===== config.mk =====
export PLATFORM = sky130hd
export DESIGN_NAME = signed_int_to_decimal_ascii_core
export DESIGN_NICKNAME = d
export VERILOG_FILES = /design/src/rtl/sia_pkg.sv /design/src/rtl/sia_bcd_conv.sv /design/src/rtl/sia_char_emit.sv /design/src/rtl/signed_int_to_decimal_ascii_core.sv
export VERILOG_INCLUDE_DIRS = /design/src /design/src/rtl
export SDC_FILE = /design/constraint.sdc
export NUM_CORES = 1
export LEC_CHECK = 0
export ABC_AREA = 1
export BUFFER_PORTS_ARGS = -buffer_cell sky130_fd_sc_hd__buf_4
export CORE_AREA = 5 5 159 115
export DETAILED_ROUTE_END_ITERATION = 10
export DIE_AREA = 0 0 164 120
export HOLD_SLACK_MARGIN = 0.08
export PLACE_DENSITY = 0.71
export REMOVE_ABC_BUFFERS = 1
export SLEW_MARGIN = 20
export SYNTH_ARGS = -nofsm -noshare
export SYNTH_HDL_FRONTEND = slang
export SYNTH_SLANG_ARGS = --single-unit

===== constraint.sdc =====
create_clock -name aclk -period 3.55 [get_ports aclk]
set_clock_uncertainty 0.1 [all_clocks]
set_input_delay 0.1775 -clock aclk [delete_from_list [all_inputs] [get_ports aclk]]
set_output_delay 0.1775 -clock aclk [all_outputs]
set_load 0.01 [all_outputs]

===== src/rtl/signed_int_to_decimal_ascii_core_assert.svh =====
// Assertion macros shared by the converter's RTL files.
`ifndef SIGNED_INT_TO_DECIMAL_ASCII_CORE_ASSERT_SVH
`define SIGNED_INT_TO_DECIMAL_ASCII_CORE_ASSERT_SVH

// Same-cycle implication, checked out of reset.
`define SIA_ASSERT_IMP(lbl, ante, cons) \
    lbl: assert property (@(posedge aclk) disable iff (!aresetn) (ante) |-> (cons)) \
        else $error("assertion failed: same-cycle implication");

// Next-cycle implication, checked out of reset.
`define SIA_ASSERT_NXT(lbl, ante, cons) \
    lbl: assert property (@(posedge aclk) disable iff (!aresetn) (ante) |=> (cons)) \
        else $error("assertion failed: next-cycle implication");

`endif


===== src/rtl/sia_pkg.sv =====
// Shared widths, types and character codes for the integer-to-ASCII converter.
package sia_pkg;

    localparam int DATA_WIDTH = 32;
    localparam int CHAR_W     = 6;

    // Decimal digits needed for the magnitude 2^(w-1).
    function automatic int dec_digits(input int w);
        longint unsigned v;
        int n;
        v = 64'd1 << (w - 1);
        n = 0;
        while (v != 64'd0) begin
            v = v / 10;
            n = n + 1;
        end
        return n;
    endfunction

    localparam int NUM_DIGITS = dec_digits(DATA_WIDTH);
    localparam int BCD_BITS   = 4 * NUM_DIGITS;
    localparam int BIT_CNT_W  = $clog2(DATA_WIDTH);
    localparam int DIG_CNT_W  = $clog2(NUM_DIGITS);

    localparam logic [CHAR_W-1:0] ASCII_MINUS = 6'd45;
    localparam logic [CHAR_W-1:0] ASCII_ZERO  = 6'd48;

    typedef struct packed {
        logic                neg;
        logic [BCD_BITS-1:0] bcd;
    } conv_word_t;

endpackage


===== src/rtl/sia_bcd_conv.sv =====
// Shift-and-add-3 binary to BCD converter, one magnitude bit per cycle.
`include "signed_int_to_decimal_ascii_core_assert.svh"

module sia_bcd_conv import sia_pkg::*; (
    input  logic                         aclk,
    input  logic                         aresetn,
    input  logic                         in_valid,
    output logic                         in_ready,
    input  logic signed [DATA_WIDTH-1:0] in_value,
    output logic                         out_valid,
    input  logic                         out_ready,
    output conv_word_t                   out_word
);

    localparam logic [1:0] CV_IDLE = 2'd0;
    localparam logic [1:0] CV_BUSY = 2'd1;
    localparam logic [1:0] CV_DONE = 2'd2;

    logic [1:0]            state_reg, state_next;
    logic [BIT_CNT_W-1:0]  bit_cnt_reg, bit_cnt_next;
    logic [DATA_WIDTH-1:0] mag_reg, mag_next;
    logic [BCD_BITS-1:0]   bcd_reg, bcd_next;
    logic                  neg_reg, neg_next;
    logic [BCD_BITS-1:0]   bcd_adj;

    // Add 3 to every digit of five or more before the shift.
    always_comb begin
        for (int i = 0; i < NUM_DIGITS; i++) begin
            if (bcd_reg[4*i +: 4] >= 4'd5) begin
                bcd_adj[4*i +: 4] = bcd_reg[4*i +: 4] + 4'd3;
            end else begin
                bcd_adj[4*i +: 4] = bcd_reg[4*i +: 4];
            end
        end
    end

    always_comb begin
        state_next   = state_reg;
        bit_cnt_next = bit_cnt_reg;
        mag_next     = mag_reg;
        bcd_next     = bcd_reg;
        neg_next     = neg_reg;
        case (state_reg)
            CV_IDLE: begin
                if (in_valid) begin
                    neg_next     = in_value[DATA_WIDTH-1];
                    mag_next     = in_value[DATA_WIDTH-1] ?
                                   (~in_value) + DATA_WIDTH'(1) : in_value;
                    bcd_next     = '0;
                    bit_cnt_next = BIT_CNT_W'(DATA_WIDTH - 1);
                    state_next   = CV_BUSY;
                end
            end
            CV_BUSY: begin
                bcd_next     = {bcd_adj[BCD_BITS-2:0], mag_reg[DATA_WIDTH-1]};
                mag_next     = {mag_reg[DATA_WIDTH-2:0], 1'b0};
                bit_cnt_next = bit_cnt_reg - BIT_CNT_W'(1);
                if (bit_cnt_reg == '0) begin
                    state_next = CV_DONE;
                end
            end
            CV_DONE: begin
                if (out_ready) begin
                    state_next = CV_IDLE;
                end
            end
            default: begin
                state_next = CV_IDLE;
            end
        endcase
    end

    always_ff @(posedge aclk) begin
        if (!aresetn) begin
            state_reg <= CV_IDLE;
        end else begin
            state_reg <= state_next;
        end
        bit_cnt_reg <= bit_cnt_next;
        mag_reg     <= mag_next;
        bcd_reg     <= bcd_next;
        neg_reg     <= neg_next;
    end

    assign in_ready     = (state_reg == CV_IDLE);
    assign out_valid    = (state_reg == CV_DONE);
    assign out_word.neg = neg_reg;
    assign out_word.bcd = bcd_reg;

    `SIA_ASSERT_NXT(a_busy_after_accept, in_valid && in_ready, !in_ready && !out_valid)
    `SIA_ASSERT_NXT(a_done_after_last_bit, (state_reg == CV_BUSY) && (bit_cnt_reg == '0),
                    out_valid)

endmodule


===== src/rtl/sia_char_emit.sv =====
// Character emitter: drops leading zeros, sends sign and digits one word at a time.
`include "signed_int_to_decimal_ascii_core_assert.svh"

module sia_char_emit import sia_pkg::*; (
    input  logic              aclk,
    input  logic              aresetn,
    input  logic              in_valid,
    output logic              in_ready,
    input  conv_word_t        in_word,
    output logic              m_valid,
    input  logic              m_ready,
    output logic [CHAR_W-1:0] m_character,
    output logic              m_last
);

    localparam logic [1:0] EM_IDLE = 2'd0;
    localparam logic [1:0] EM_SKIP = 2'd1;
    localparam logic [1:0] EM_SIGN = 2'd2;
    localparam logic [1:0] EM_EMIT = 2'd3;

    logic [1:0]           state_reg, state_next;
    logic [BCD_BITS-1:0]  dig_reg, dig_next;
    logic [DIG_CNT_W-1:0] cnt_reg, cnt_next;
    logic                 neg_reg, neg_next;
    logic [3:0]           top_digit;

    assign top_digit = dig_reg[BCD_BITS-1 -: 4];

    always_comb begin
        state_next = state_reg;
        dig_next   = dig_reg;
        cnt_next   = cnt_reg;
        neg_next   = neg_reg;
        case (state_reg)
            EM_IDLE: begin
                if (in_valid) begin
                    dig_next   = in_word.bcd;
                    neg_next   = in_word.neg;
                    cnt_next   = DIG_CNT_W'(NUM_DIGITS - 1);
                    state_next = EM_SKIP;
                end
            end
            EM_SKIP: begin
                // Drop a leading zero, but always keep the units digit.
                if ((top_digit == 4'd0) && (cnt_reg != '0)) begin
                    dig_next = {dig_reg[BCD_BITS-5:0], 4'd0};
                    cnt_next = cnt_reg - DIG_CNT_W'(1);
                end else begin
                    state_next = neg_reg ? EM_SIGN : EM_EMIT;
                end
            end
            EM_SIGN: begin
                if (m_ready) begin
                    state_next = EM_EMIT;
                end
            end
            EM_EMIT: begin
                if (m_ready) begin
                    if (cnt_reg == '0) begin
                        state_next = EM_IDLE;
                    end else begin
                        dig_next = {dig_reg[BCD_BITS-5:0], 4'd0};
                        cnt_next = cnt_reg - DIG_CNT_W'(1);
                    end
                end
            end
            default: begin
                state_next = EM_IDLE;
            end
        endcase
    end

    always_ff @(posedge aclk) begin
        if (!aresetn) begin
            state_reg <= EM_IDLE;
        end else begin
            state_reg <= state_next;
        end
        dig_reg <= dig_next;
        cnt_reg <= cnt_next;
        neg_reg <= neg_next;
    end

    assign in_ready    = (state_reg == EM_IDLE);
    assign m_valid     = (state_reg == EM_SIGN) || (state_reg == EM_EMIT);
    assign m_character = (state_reg == EM_SIGN) ? ASCII_MINUS
                                                : ASCII_ZERO + {2'b00, top_digit};
    assign m_last      = (state_reg == EM_EMIT) && (cnt_reg == '0);

    `SIA_ASSERT_NXT(a_idle_after_last, m_valid && m_ready && m_last, !m_valid)
    `SIA_ASSERT_IMP(a_sign_not_last, m_valid && (state_reg == EM_SIGN), !m_last && neg_reg)

endmodule


===== src/rtl/signed_int_to_decimal_ascii_core.sv =====
// Top level of the signed integer to decimal ASCII converter.
//
//  channel   ports                         word
//  -------   ---------------------------   ---------------------------------
//  input     s_valid s_ready s_value       one signed DATA_WIDTH-bit integer
//  output    m_valid m_ready m_character   one ASCII character, m_last on the
//            m_last                        final character of the number
//
// An input word is converted by the shift-and-add-3 loop, one magnitude bit per
// cycle, and the converter takes no new word until the emitter has taken the
// last one. The emitter then drops leading zeros and sends the sign and digits
// one character at a time, overlapped with conversion of the next word.
// Reset is synchronous and active low and clears both control state machines.
// A stall on m_ready holds the current character; s_ready stays low meanwhile
// once the converter has a finished word waiting for the emitter.
module signed_int_to_decimal_ascii_core import sia_pkg::*; (
    input  logic                         aclk,
    input  logic                         aresetn,
    input  logic                         s_valid,
    output logic                         s_ready,
    input  logic signed [DATA_WIDTH-1:0] s_value,
    output logic                         m_valid,
    input  logic                         m_ready,
    output logic [CHAR_W-1:0]            m_character,
    output logic                         m_last
);

    logic       conv_valid;
    logic       conv_ready;
    conv_word_t conv_word;

    sia_bcd_conv u_conv (
        .aclk      (aclk),
        .aresetn   (aresetn),
        .in_valid  (s_valid),
        .in_ready  (s_ready),
        .in_value  (s_value),
        .out_valid (conv_valid),
        .out_ready (conv_ready),
        .out_word  (conv_word)
    );

    sia_char_emit u_emit (
        .aclk        (aclk),
        .aresetn     (aresetn),
        .in_valid    (conv_valid),
        .in_ready    (conv_ready),
        .in_word     (conv_word),
        .m_valid     (m_valid),
        .m_ready     (m_ready),
        .m_character (m_character),
        .m_last      (m_last)
    );

endmodule


==> results of run 1 <==
## final cells by class
cell class	count	area share [%]
clock buffers	20	5.22
clock inverters	9	1.44
inverters	95	4.35
multi-input cells	548	34.0
flip-flops and latches	127	45.1
well taps	231	3.46
repair buffers	65	6.43
## routing by layer
| layer | global-route usage [%] | part of all wire [%] |
|---|---|---|
| met5 | 0 | 0 |
| met4 | 4.61 | 0.81 |
| met3 | 4.22 | 6.4 |
| met2 | 22.2 | 42 |
| met1 | 23.6 | 51 |
## through the flow
stage                     total power (uW)  utilization, %  area (um2)  hold WS (ns)  setup TNS (ns)
final                                 4590            50.0        8360         0.101               0
after global routing                  4850            50.0        8360         0.105               0
after CTS                             4620            50.0        8360        0.0821               0
after detailed placement              2910            45.5        7600         0.305               0
after global placement                2890            45.5        7600         0.302               0
after floorplan                       2650               -        6970         0.176          -16.31
## placed cells by master (no fill, tap or decap), types with 11 or more instances in the layout
master / instances
dlygate4sd3_1: 20
inv_1: 89
a21oi_1: 32
edfxtp_1: 123
ha_1: 29
clkbuf_16: 17
xor2_1: 13
o21ai_0: 73
nand2_1: 183
o21ai_1: 11
nand3_1: 50
nor2_1: 94
buf_4: 45
## cell usage after synthesis, types with 2 or more instances
master / instances
or2_2: 3
nand2_2: 3
nor2_2: 2
buf_6: 7
nor2_4: 2
nor3_1: 8
inv_1: 90
o21ai_1: 11
a211oi_2: 2
inv_2: 3
nand3b_1: 6
edfxtp_1: 123
nand4_1: 8
ha_1: 29
dfxtp_1: 4
clkbuf_1: 5
nand3_1: 50
buf_2: 11
o31ai_1: 3
nor3_2: 8
nor2_1: 94
a211oi_1: 3
xnor2_1: 3
nand2_1: 184
o21ai_0: 73
a21oi_1: 32
xor2_1: 13
## power breakdown
part | internal [uW] | switching (uW) | total, uW
clock network | 1080 | 609 | 1690
logic | 267 | 569 | 836
registers | 1970 | 91.0 | 2060
total | 3320 | 1270 | 4590
## cell families after synthesis
group | after synthesis
compound gates | 129
simple gates | 373
buf+inv | 119
xor+xnor | 16
fa+ha+maj | 29
other cells | 1
flops | 127
## final timing paths
path              slack, ns  depth (start not counted)                               end
setup / recovery       1.30                          3  u_conv.bcd_reg[29]$_SDFFCE_PN0P_
hold / removal         0.10                          5      u_conv.mag_reg[23]$_DFFE_PP_
setup reg to reg       1.30                          3  u_conv.bcd_reg[29]$_SDFFCE_PN0P_
hold reg to reg        0.34                          0          u_emit.neg_reg$_DFFE_PP_
## critical path: stages, from the launching register on
cell and delay, ns:
dfxtp_1 0.32, inv_1 0.06, or2_2 0.48, nand2_4 0.81
==> results by group, run 1 <==
Status
  • Status: finished, final reports clean

Cells and area
  • Layout cell share with drive strength beyond 1: 11.7%
  • Area occupied by multi-input gates: 2840 um2
  • Layout filler cell count: 1,549
  • Area growth from synthesis to layout: 17.3%
  • Layout Nets: 919
  • Count of placed standard cells in the final layout, fillers left out: 1,095
  • Sequential cell area: 3770 um2
  • Antenna Diode Count: 0

Clock tree
  • Max Root-Sink Buffers: 2
  • Post-CTS Setup Repair Bufs: 0
  • Total CTS buffers: 17
  • Total of cells resized after clock tree synthesis: 0
  • Sinks on Clock Net: 127
  • Clock Latency Late Sink: 0.42 ns
  • Clock transition at the register clock pins on the worst setup and hold paths after CTS: 0.06 ns
  • Depth of the CTS H-tree: 4
  • Clock tree from TritonCTS: done
  • CTS Root Cell: clkbuf_16
  • Cts-stage hold buffer count: 20

Pwr
  • Maximum VDD drop: 298 uV
  • Total power divided by cell area: 549 nW/um2
  • Cell leakage power: 0.00340 uW

Setup path
  • Critical setup path kind: flop to flop
  • Crit-path max FO: 77
  • Crit end category: flop
  • Data required time at the worst endpoint: 3.48 ns
  • Reg-to-Reg Start: u_conv.state_reg[0]$_SDFFE_PN0P_
  • Worst setup startpoint: u_conv.state_reg[0]$_SDFFE_PN0P_
  • Startpoint types: flop
  • Endpoint arrival time on the critical path: 2.18 ns

Hold path
  • Kind of path behind the tightest hold check: input pin to flop
  • Startpoint of the lowest-slack hold path: s_value[23]

STA
  • RSZ-0062 raised after global routing: no
  • Worst slew pin tran: 1.06 ns
  • Worst-case setup margin in the final layout: 1.30 ns
  • Max-Slew Margin vs Limit: 29.6%
  • Maximum clock frequency: 0.445 GHz
  • Crit share post-route: 63.3%
  • Hold violation total from the final report: 0
  • Fin crit period: 2.25 ns
  • Final setup violation count: 0
  • Number of max-slew violations in the final report: 0

Run
  • Max capacitance violation total: 0

Global route
  • Overall routing resource usage: 15.7%
  • Global route total overflow: 0
  • Initial antenna violation count: 0
  • Global-route wire length before repair: 24,600 um
  • Number of global-route vias before repair: 5,026
  • Largest net degree at the start of global routing: 79

Floorplan
  • Num ports: 45
  • Total Die Area: 19,700 um2
  • Core Region: 16,700 um2
  • Initial core utilization: 42.7%
  • Die Span X: 164 um
  • Standard-cell row count: 40
  • Height of the chip: 120 um

Logic synthesis
  • Yosys cell types: 41
  • Post-synthesis share of cell area spent on and, or, nand and nor gates: 22.9%
  • Synthesized-area fraction occupied by adder cells: 5.09%
  • Share of the yosys chip area belonging to registers: 52.9%
  • Area contributors post-synth: edfxtp_1 (52%), nand2_1 (9.7%), o21ai_0 (5.1%), ha_1 (5.1%), nor2_1 (4.9%)
  • Avg Cell Area, Syn: 8.98 um2
  • Fraction of synthesized cell area taken by the top area cell type: 51.8%
  • Main combinational cell family by area after synthesis: simple AND/OR/NAND/NOR gates
  • Synthesized-area fraction occupied by ao, oa, aoi and oai cells: 9.72%
  • Leading area contributor after synthesis: edfxtp_1
  • Xor-xnor portion of the synthesized cell area: 1.97%
  • Yosys Warn Count: 0
  • Fraction of synthesis flops using an asynchronous set or reset pin: 0%
  • Flops & latches, synth: 127
  • Top flip-flop cell by instance count after synthesis: edfxtp_1
  • Multiplexer share of the synthesized area: 0%
  • Post-synthesis instance total: 794
  • Post-synth design cell area: 7130 um2
  • Number of flops mapped to enable cells by yosys: 123

Placed design
  • Placed wire-length estimate after detailed placement: 9820 um
  • Worst setup timing slack at the placement stage: 1.28 ns
  • Cell total after placement: 1,046
  • Count of input and output buffers: 43
  • Placer congestion estimate: 0.870

Detailed routing
  • Total routed wirelength: 14,800 um
  • Routed wire per std cell: 13.5 um
  • Drt first-iter violations: 536
  • Number of nets still failing antenna checks after routing: 0
  • Total vias in the final route: 5,354
  • Post-DR vias/cell: 4.89
  • Drc violations: 0
  • Detailed-router iteration count before antenna repair: 5
(Power assumes the default switching activity.)
==> inputs of run 2 (changes only) <==
Settings changed: PLACE_DENSITY 0.71 to 0.73.
Clock period 3.55 ns to 1.9 ns, I/O delays scaled along.
==> run 2 against run 1 <==
- total power grew 98%
- non-clock buffer count grew 34
- clock power grew 98%
- sequential share of layout area shrank 2.6 points
- register-to-register slack lost 1.2 ns
- count of clock-buffer cells in the layout shrank 1
- worst hold slack gained 0.10 ns
- critical path type unchanged
==> results by group, run 2 (same netlist as run 1, synthesis figures left out) <==
STA
  • Hold violation total from the final report: 0 (unchanged)
  • Final hold slack: 0.204 ns (+0.103 ns)
  • Maximum clock frequency: 0.543 GHz (+22%)
  • Final setup violation count: 0 (unchanged)
  • Worst-case setup margin in the final layout: 0.0589 ns (-1.24 ns)
  • Crit share post-route: 96.9% (+34 points)
  • Fin crit period: 1.84 ns (-0.406 ns)
  • Number of max-slew violations in the final report: 0 (unchanged)

Floorplan
  • Total Die Area: 19,700 um2 (unchanged)
  • Height of the chip: 120 um (unchanged)
  • Die Span X: 164 um (unchanged)
  • Standard-cell row count: 40 (unchanged)
  • Num ports: 45 (unchanged)
  • Initial core utilization: 42.7% (unchanged)
  • Core Region: 16,700 um2 (unchanged)

Setup path
  • Data required time at the worst endpoint: 1.93 ns (-1.55 ns)
  • Reg-to-Reg Start: u_emit.cnt_reg[0]$_SDFFCE_PP1P_
  • Startpoint types: flop
  • Depth of the worst register-to-register path: 8 (+5)
  • Endpoint of the worst register-to-register path: u_emit.dig_reg[31]$_DFFE_PP_
  • Crit-path max FO: 11 (-86%)
  • Crit path buffers/inverters: 3 (+2)
  • Register-to-register path setup slack: 0.06 ns (-1.24 ns)
  • Chain of cells forming the critical path: inv_1, ha_1, nand3_2, nor2_2, o21ai_1, o211a_1, buf_4, clkbuf_16
  • Worst path max stage delay: 0.36 ns (-0.45 ns)
  • Kind of cell with the highest combined delay on the critical path: buffers and inverters
  • Capturing instance or port of the critical path: u_emit.dig_reg[31]$_DFFE_PP_
  • Endpoint arrival time on the critical path: 1.87 ns (-0.31 ns)
  • Crit. path cell count: 8 (+5)
  • Crit end category: flop
  • Worst setup startpoint: u_emit.cnt_reg[0]$_SDFFCE_PP1P_
  • Critical setup path kind: flop to flop
  • Master of the slowest instance on the critical path: edfxtp_1

Cells and area
  • Layout Nets: 954 (+3.8%)
  • Commonest cells after routing, fill and taps aside: nand2_1 (183), edfxtp_1 (123), nor2_1 (92), inv_1 (88), o21ai_0 (72)
  • Most common cell after layout, fill and taps aside: nand2_1
  • Area growth from synthesis to layout: 24.5%
  • Antenna Diode Count: 0 (unchanged)
  • Final Instance Area: 8880 um2 (+6.2%)
  • Layout cell share with drive strength beyond 1: 15.2% (+3.5 points)
  • Final core area utilization: 53.1% (+3.1 points)

Clock tree
  • Clock Latency Late Sink: 0.42 ns (about the same)
  • Depth of the CTS H-tree: 4 (unchanged)
  • Clock tree from TritonCTS: done
  • Max Root-Sink Buffers: 2 (unchanged)
  • Sinks on Clock Net: 127 (unchanged)
  • Total CTS buffers: 17 (unchanged)
  • CTS Root Cell: clkbuf_16
  • Clock transition at the register clock pins on the worst setup and hold paths after CTS: 0.06 ns (about the same)

Pwr
  • Maximum VDD drop: 499 uV (+67%)
  • Total power divided by cell area: 1020 nW/um2 (+87%)
  • Overall power consumption: 9100 uW (+98%)
  • Net switching fraction of the power: 28.1% (+0.43 points)
  • Net switching power: 2550 uW (+100%)
  • Cell leakage power: 0.00362 uW (+6.5%)
  • Internal cell power: 6540 uW (+97%)
  • Relative contribution of the clock network to total power: 36.9% (about the same)
  • Share of power burned in registers: 42.4% (-2.6 points)
  • Comb power frac: 20.7% (+2.5 points)

Run
  • Max capacitance violation total: 0 (unchanged)

Placed design
  • Placed wire-length estimate after detailed placement: 10,500 um (+6.5%)
  • Worst setup timing slack at the placement stage: -0.0702 ns (-1.35 ns)
  • Placer congestion estimate: 0.896 (+3.0%)
  • Count of input and output buffers: 43 (unchanged)
  • Cell area reported after detailed placement: 7770 um2 (+2.2%)

Detailed routing
  • Post-DR vias/cell: 5.01 (+2.4%)
  • Detailed-router iteration count before antenna repair: 5 (unchanged)
  • Drt first-iter violations: 519 (-3.2%)
  • Number of nets still failing antenna checks after routing: 0 (unchanged)
  • Drc violations: 0 (unchanged)
  • Total vias in the final route: 5,673 (+6.0%)
  • Total routed wirelength: 15,900 um (+7.6%)
  • Routed wire per std cell: 14.0 um (+4.0%)

Global route
  • Largest net degree at the start of global routing: 79 (unchanged)
  • Global-route wire length before repair: 25,000 um (+1.4%)
  • Overall routing resource usage: 16.0% (+0.26 points)
  • Number of global-route vias before repair: 5,136 (+2.2%)
  • Global route total overflow: 0 (unchanged)
  • Initial antenna violation count: 0 (unchanged)

Status
  • Status: finished, final reports clean

Hold path
  • Kind of path behind the tightest hold check: input pin to flop
-- run 2: cell count changes in the layout (fill, tap and decap cells not counted), moves of 3 or more --
cell,previous run,this run
clkbuf_1,3,0
buf_4,45,55
dlygate4sd3_1,20,34
clkinvlp_4,1,4
buf_12,0,6
nor2_2,2,5
-- run 2: timing repair --
| action | CTS | global route |
|---|---|---|
| buffers inserted | 2 | 3 |
| gates cloned | 1 | 3 |
| hold buffers | 34 | 0 |
| pin swaps | 1 | 5 |
| setup endpoints to repair | 44 | 90 |
| endpoints found under the hold margin | 36 | 0 |
| resized for setup | 2 | 11 |
-- run 2: worst reg2reg max path, stage by stage (launching register included) --
cell and delay [ns]:
edfxtp_1 0.36, inv_1 0.08, ha_1 0.21, nand3_2 0.10
nor2_2 0.05, o21ai_1 0.13, o211a_1 0.21, buf_4 0.16
clkbuf_16 0.17
-- run 2: how the worst min path moves through the flow --
stage	startpoint	end	cells after the start
5_1_grt	s_value[6]	u_conv.mag_reg[6]$_DFFE_PP_	4
3_3_place_gp	aresetn	u_conv.state_reg[0]$_SDFFE_PN0P_	3
3_5_place_dp	aresetn	u_conv.state_reg[0]$_SDFFE_PN0P_	3
6_report	s_value[6]	u_conv.mag_reg[6]$_DFFE_PP_	4
4_1_cts	s_value[6]	u_conv.mag_reg[6]$_DFFE_PP_	4
2_1_floorplan	s_value[31]	u_conv.neg_reg$_DFFE_PP_	0
-- run 2: final cells by class --
| cell class | instances | area [um2] |
|---|---|---|
| Inverter | 95 | 364 |
| Timing Repair Buffer | 99 | 962 |
| Tap cell | 231 | 289 |
| Clock buffer | 19 | 453 |
| Sequential cell | 127 | 3780 |
| Multi-Input combinational cell | 549 | 2870 |
| Clock inverter | 13 | 161 |
| Fill cell | 1471 | 7840 |
-- run 2: routing by layer --
layer	up-vias	track usage, %	part of all wire, %
met4	0	6.02	1.9
met1	2591	22.5	48
met3	28	3.81	6.9
met2	200	24.0	43
li1	2854	-	-
met5	-	0	0
-- run 2: power by group through the flow --
stage	combinational, uW	clock, uW	sequential, uW
5_1_grt	2120	3540	3890
3_3_place_gp	1570	0	3890
4_1_cts	1770	3410	3850
2_1_floorplan	1090	0	3870
3_5_place_dp	1630	0	3900
6_report	1890	3350	3850
-- run 2: metrics by stage --
step | setup TNS [ns] | instances
CTS | 0 | 1127
detailed placement | -2.92 | 1058
floorplan | -205.02 | 770
finish | 0 | 1133
global placement | 0 | 1058
global route | -0.899 | 1133
==> inputs of run 3 (changes only) <==
Settings changed: CELL_PAD_IN_SITES_DETAIL_PLACEMENT set to 1, CELL_PAD_IN_SITES_GLOBAL_PLACEMENT set to 1, CORE_AREA 5 5 159 115 to 5 5 160 116, DIE_AREA 0 0 164 120 to 0 0 165 121, PLACE_DENSITY 0.73 to 0.87.
==> run 3 against run 2 <==
- the flow now finishes with violations (setup timing)
- wire length is 38% higher
- maximum frequency is 6.2% lower
- largest cell class unchanged
- non-clock buffer count is 7 higher
- die area is 1.4% higher
- critical endpoint is now u_conv.mag_reg[30]$_DFFE_PP_
==> results by group, run 3 (same netlist as run 1, synthesis figures left out) <==
Setup path
  • Critical setup path kind: input pin to flop
  • Endpoint arrival time on the critical path: 2.04 ns (+0.17 ns)
  • Startpoint types: input pin
  • Data required time at the worst endpoint: 1.98 ns (+0.05 ns)
  • Crit end category: flop
  • Crit-path max FO: 3 (-8)

Detailed routing
  • Drc violations: 0 (unchanged)
  • Routed wire per std cell: 19.2 um (+37%)
  • Drt first-iter violations: 513 (-1.2%)
  • Total routed wirelength: 21,900 um (+38%)
  • Post-DR vias/cell: 5.40 (+7.9%)
  • Detailed-router iteration count before antenna repair: 6 (+1)
  • Number of nets still failing antenna checks after routing: 0 (unchanged)
  • Total vias in the final route: 6,158 (+8.5%)

Clock tree
  • Clock tree from TritonCTS: done
  • Clock Latency Late Sink: 0.43 ns (about the same)
  • CTS Root Cell: clkbuf_16
  • Total CTS buffers: 17 (unchanged)
  • Depth of the CTS H-tree: 4 (unchanged)
  • Clock transition at the register clock pins on the worst setup and hold paths after CTS: 0.06 ns (about the same)
  • Max Root-Sink Buffers: 2 (unchanged)
  • Sinks on Clock Net: 127 (unchanged)

Global route
  • Global route total overflow: 0 (unchanged)
  • Global routing met1 resource utilization: 26.1% (+3.6 points)
  • Number of global-route vias before repair: 6,330 (+23%)
  • Most Used Layer, Global Route: met2
  • Global routing usage on met3: 5.67% (+1.9 points)
  • Global-route wire length before repair: 32,200 um (+29%)
  • Largest net degree at the start of global routing: 65 (-18%)
  • Initial antenna violation count: 1 (+1)
  • Overall routing resource usage: 20.8% (+4.8 points)
  • Global routing usage on met2: 34.5% (+11 points)

STA
  • Worst-case setup margin in the final layout: -0.0632 ns (-0.122 ns)
  • RSZ-0062 raised after global routing: yes
  • Final hold slack: 0.124 ns (-0.0799 ns)
  • Number of max-slew violations in the final report: 0 (unchanged)
  • Maximum clock frequency: 0.509 GHz (-6.2%)
  • Final setup TNS: -0.338 ns (-0.338 ns)
  • Crit share post-route: 103% (+6.4 points)
  • Hold violation total from the final report: 0 (unchanged)
  • Fin crit period: 1.96 ns (+0.122 ns)
  • Final setup violation count: 10 (+10)

Cells and area
  • Commonest cells after routing, fill and taps aside: nand2_1 (182), edfxtp_1 (123), nor2_1 (88), inv_1 (83), o21ai_0 (71)
  • Area occupied by multi-input gates: 2940 um2 (+2.4%)
  • Layout filler cell count: 1,925 (+31%)
  • Most common cell after layout, fill and taps aside: nand2_1
  • Layout cell share with drive strength beyond 1: 18.0% (+2.8 points)
  • Final Instance Area: 8950 um2 (+0.85%)
  • Area growth from synthesis to layout: 25.5%
  • Final core area utilization: 53.2% (+0.13 points)
  • Layout Nets: 960 (+0.63%)
  • Sequential cell area: 3780 um2 (about the same)

Placed design
  • Placed wire-length estimate after detailed placement: 13,100 um (+25%)
  • Count of input and output buffers: 43 (unchanged)
  • Placer congestion estimate: 0.862 (-3.8%)
  • Cell area reported after detailed placement: 7760 um2 (about the same)

Status
  • Failing checks: setup timing
  • Status: complete, but fails checks

Pwr
  • Overall power consumption: 9200 uW (+1.1%)
  • Maximum VDD drop: 603 uV (+21%)
  • Cell leakage power: 0.00363 uW (+0.32%)
  • Total power divided by cell area: 1030 nW/um2 (+0.26%)

Floorplan
  • Total Die Area: 20,000 um2 (+1.4%)
  • Core Region: 16,800 um2 (+0.60%)
  • Height of the chip: 121 um (+0.83%)
  • Initial core utilization: 42.4% (-0.25 points)
  • Num ports: 45 (unchanged)
  • Standard-cell row count: 40 (unchanged)
  • Die Span X: 165 um (+0.61%)

Hold path
  • Kind of path behind the tightest hold check: input pin to flop

Run
  • Max capacitance violation total: 0 (unchanged)
==> run 3: cell type report <==
cell class	count	share of cell area, %
clock inverter	14	1.47
inverter	95	4.10
clock buffer	18	4.79
timing repair buffer	106	11.3
sequential	127	42.2
multi-input combinational	548	32.8
tap	231	3.23
antenna	1	0.0280
==> run 3: critical path, cell delays in order <==
cell and delay (ns):
dlygate4sd3_1 0.54, buf_4 0.15, nor2_2 0.21, nand3_1 0.23, nor2_1 0.29, nand2_1 0.10
nand2_1 0.10, nand3b_1 0.10, nand3_1 0.13, nand2_1 0.08
==> run 3: worst paths after layout <==
| kind | from | to | slack, ns | depth (start not counted) |
|---|---|---|---|---|
| setup / recovery | s_value[16] | u_conv.mag_reg[30]$_DFFE_PP_ | -0.06 | 10 |
| hold reg to reg | u_conv.neg_reg$_DFFE_PP_ | u_emit.neg_reg$_DFFE_PP_ | 0.33 | 0 |
| setup reg to reg | u_emit.cnt_reg[1]$_SDFFCE_PP0P_ | u_emit.dig_reg[1]$_SDFFCE_PN0P_ | -0.04 | 9 |
| hold / removal | s_value[23] | u_conv.mag_reg[23]$_DFFE_PP_ | 0.12 | 5 |
==> run 3: power breakdown <==
| part | internal [uW] | switching, uW | total, uW |
|---|---|---|---|
| Clock | 1820 | 1340 | 3160 |
| Sequential | 3680 | 202 | 3880 |
| Combinational | 803 | 1350 | 2150 |
==> run 3: what timing repair did <==
action	4_1_cts	5_1_grt
hold buffers	33	0
pin swaps	3	5
setup buffers	5	8
gates resized for setup	8	33
endpoints found under the setup margin	48	91
cloned	2	0
hold endpoints to repair	36	0
==> run 3: per-layer routing <==
metal | share of wire [%] | routed length [um]
met1 | 41 | 9080
met2 | 50 | 10900
met3 | 5.9 | 1290
met4 | 2.8 | 622
met5 | 0 | 0
==> run 3: through the flow <==
stage	setup slack, ns	instances
3_3_place_gp	0.0816	1059
6_report	-0.0632	1140
4_1_cts	0.000452	1131
3_5_place_dp	-0.0163	1059
2_1_floorplan	-1.86	770
5_1_grt	-0.107	1140
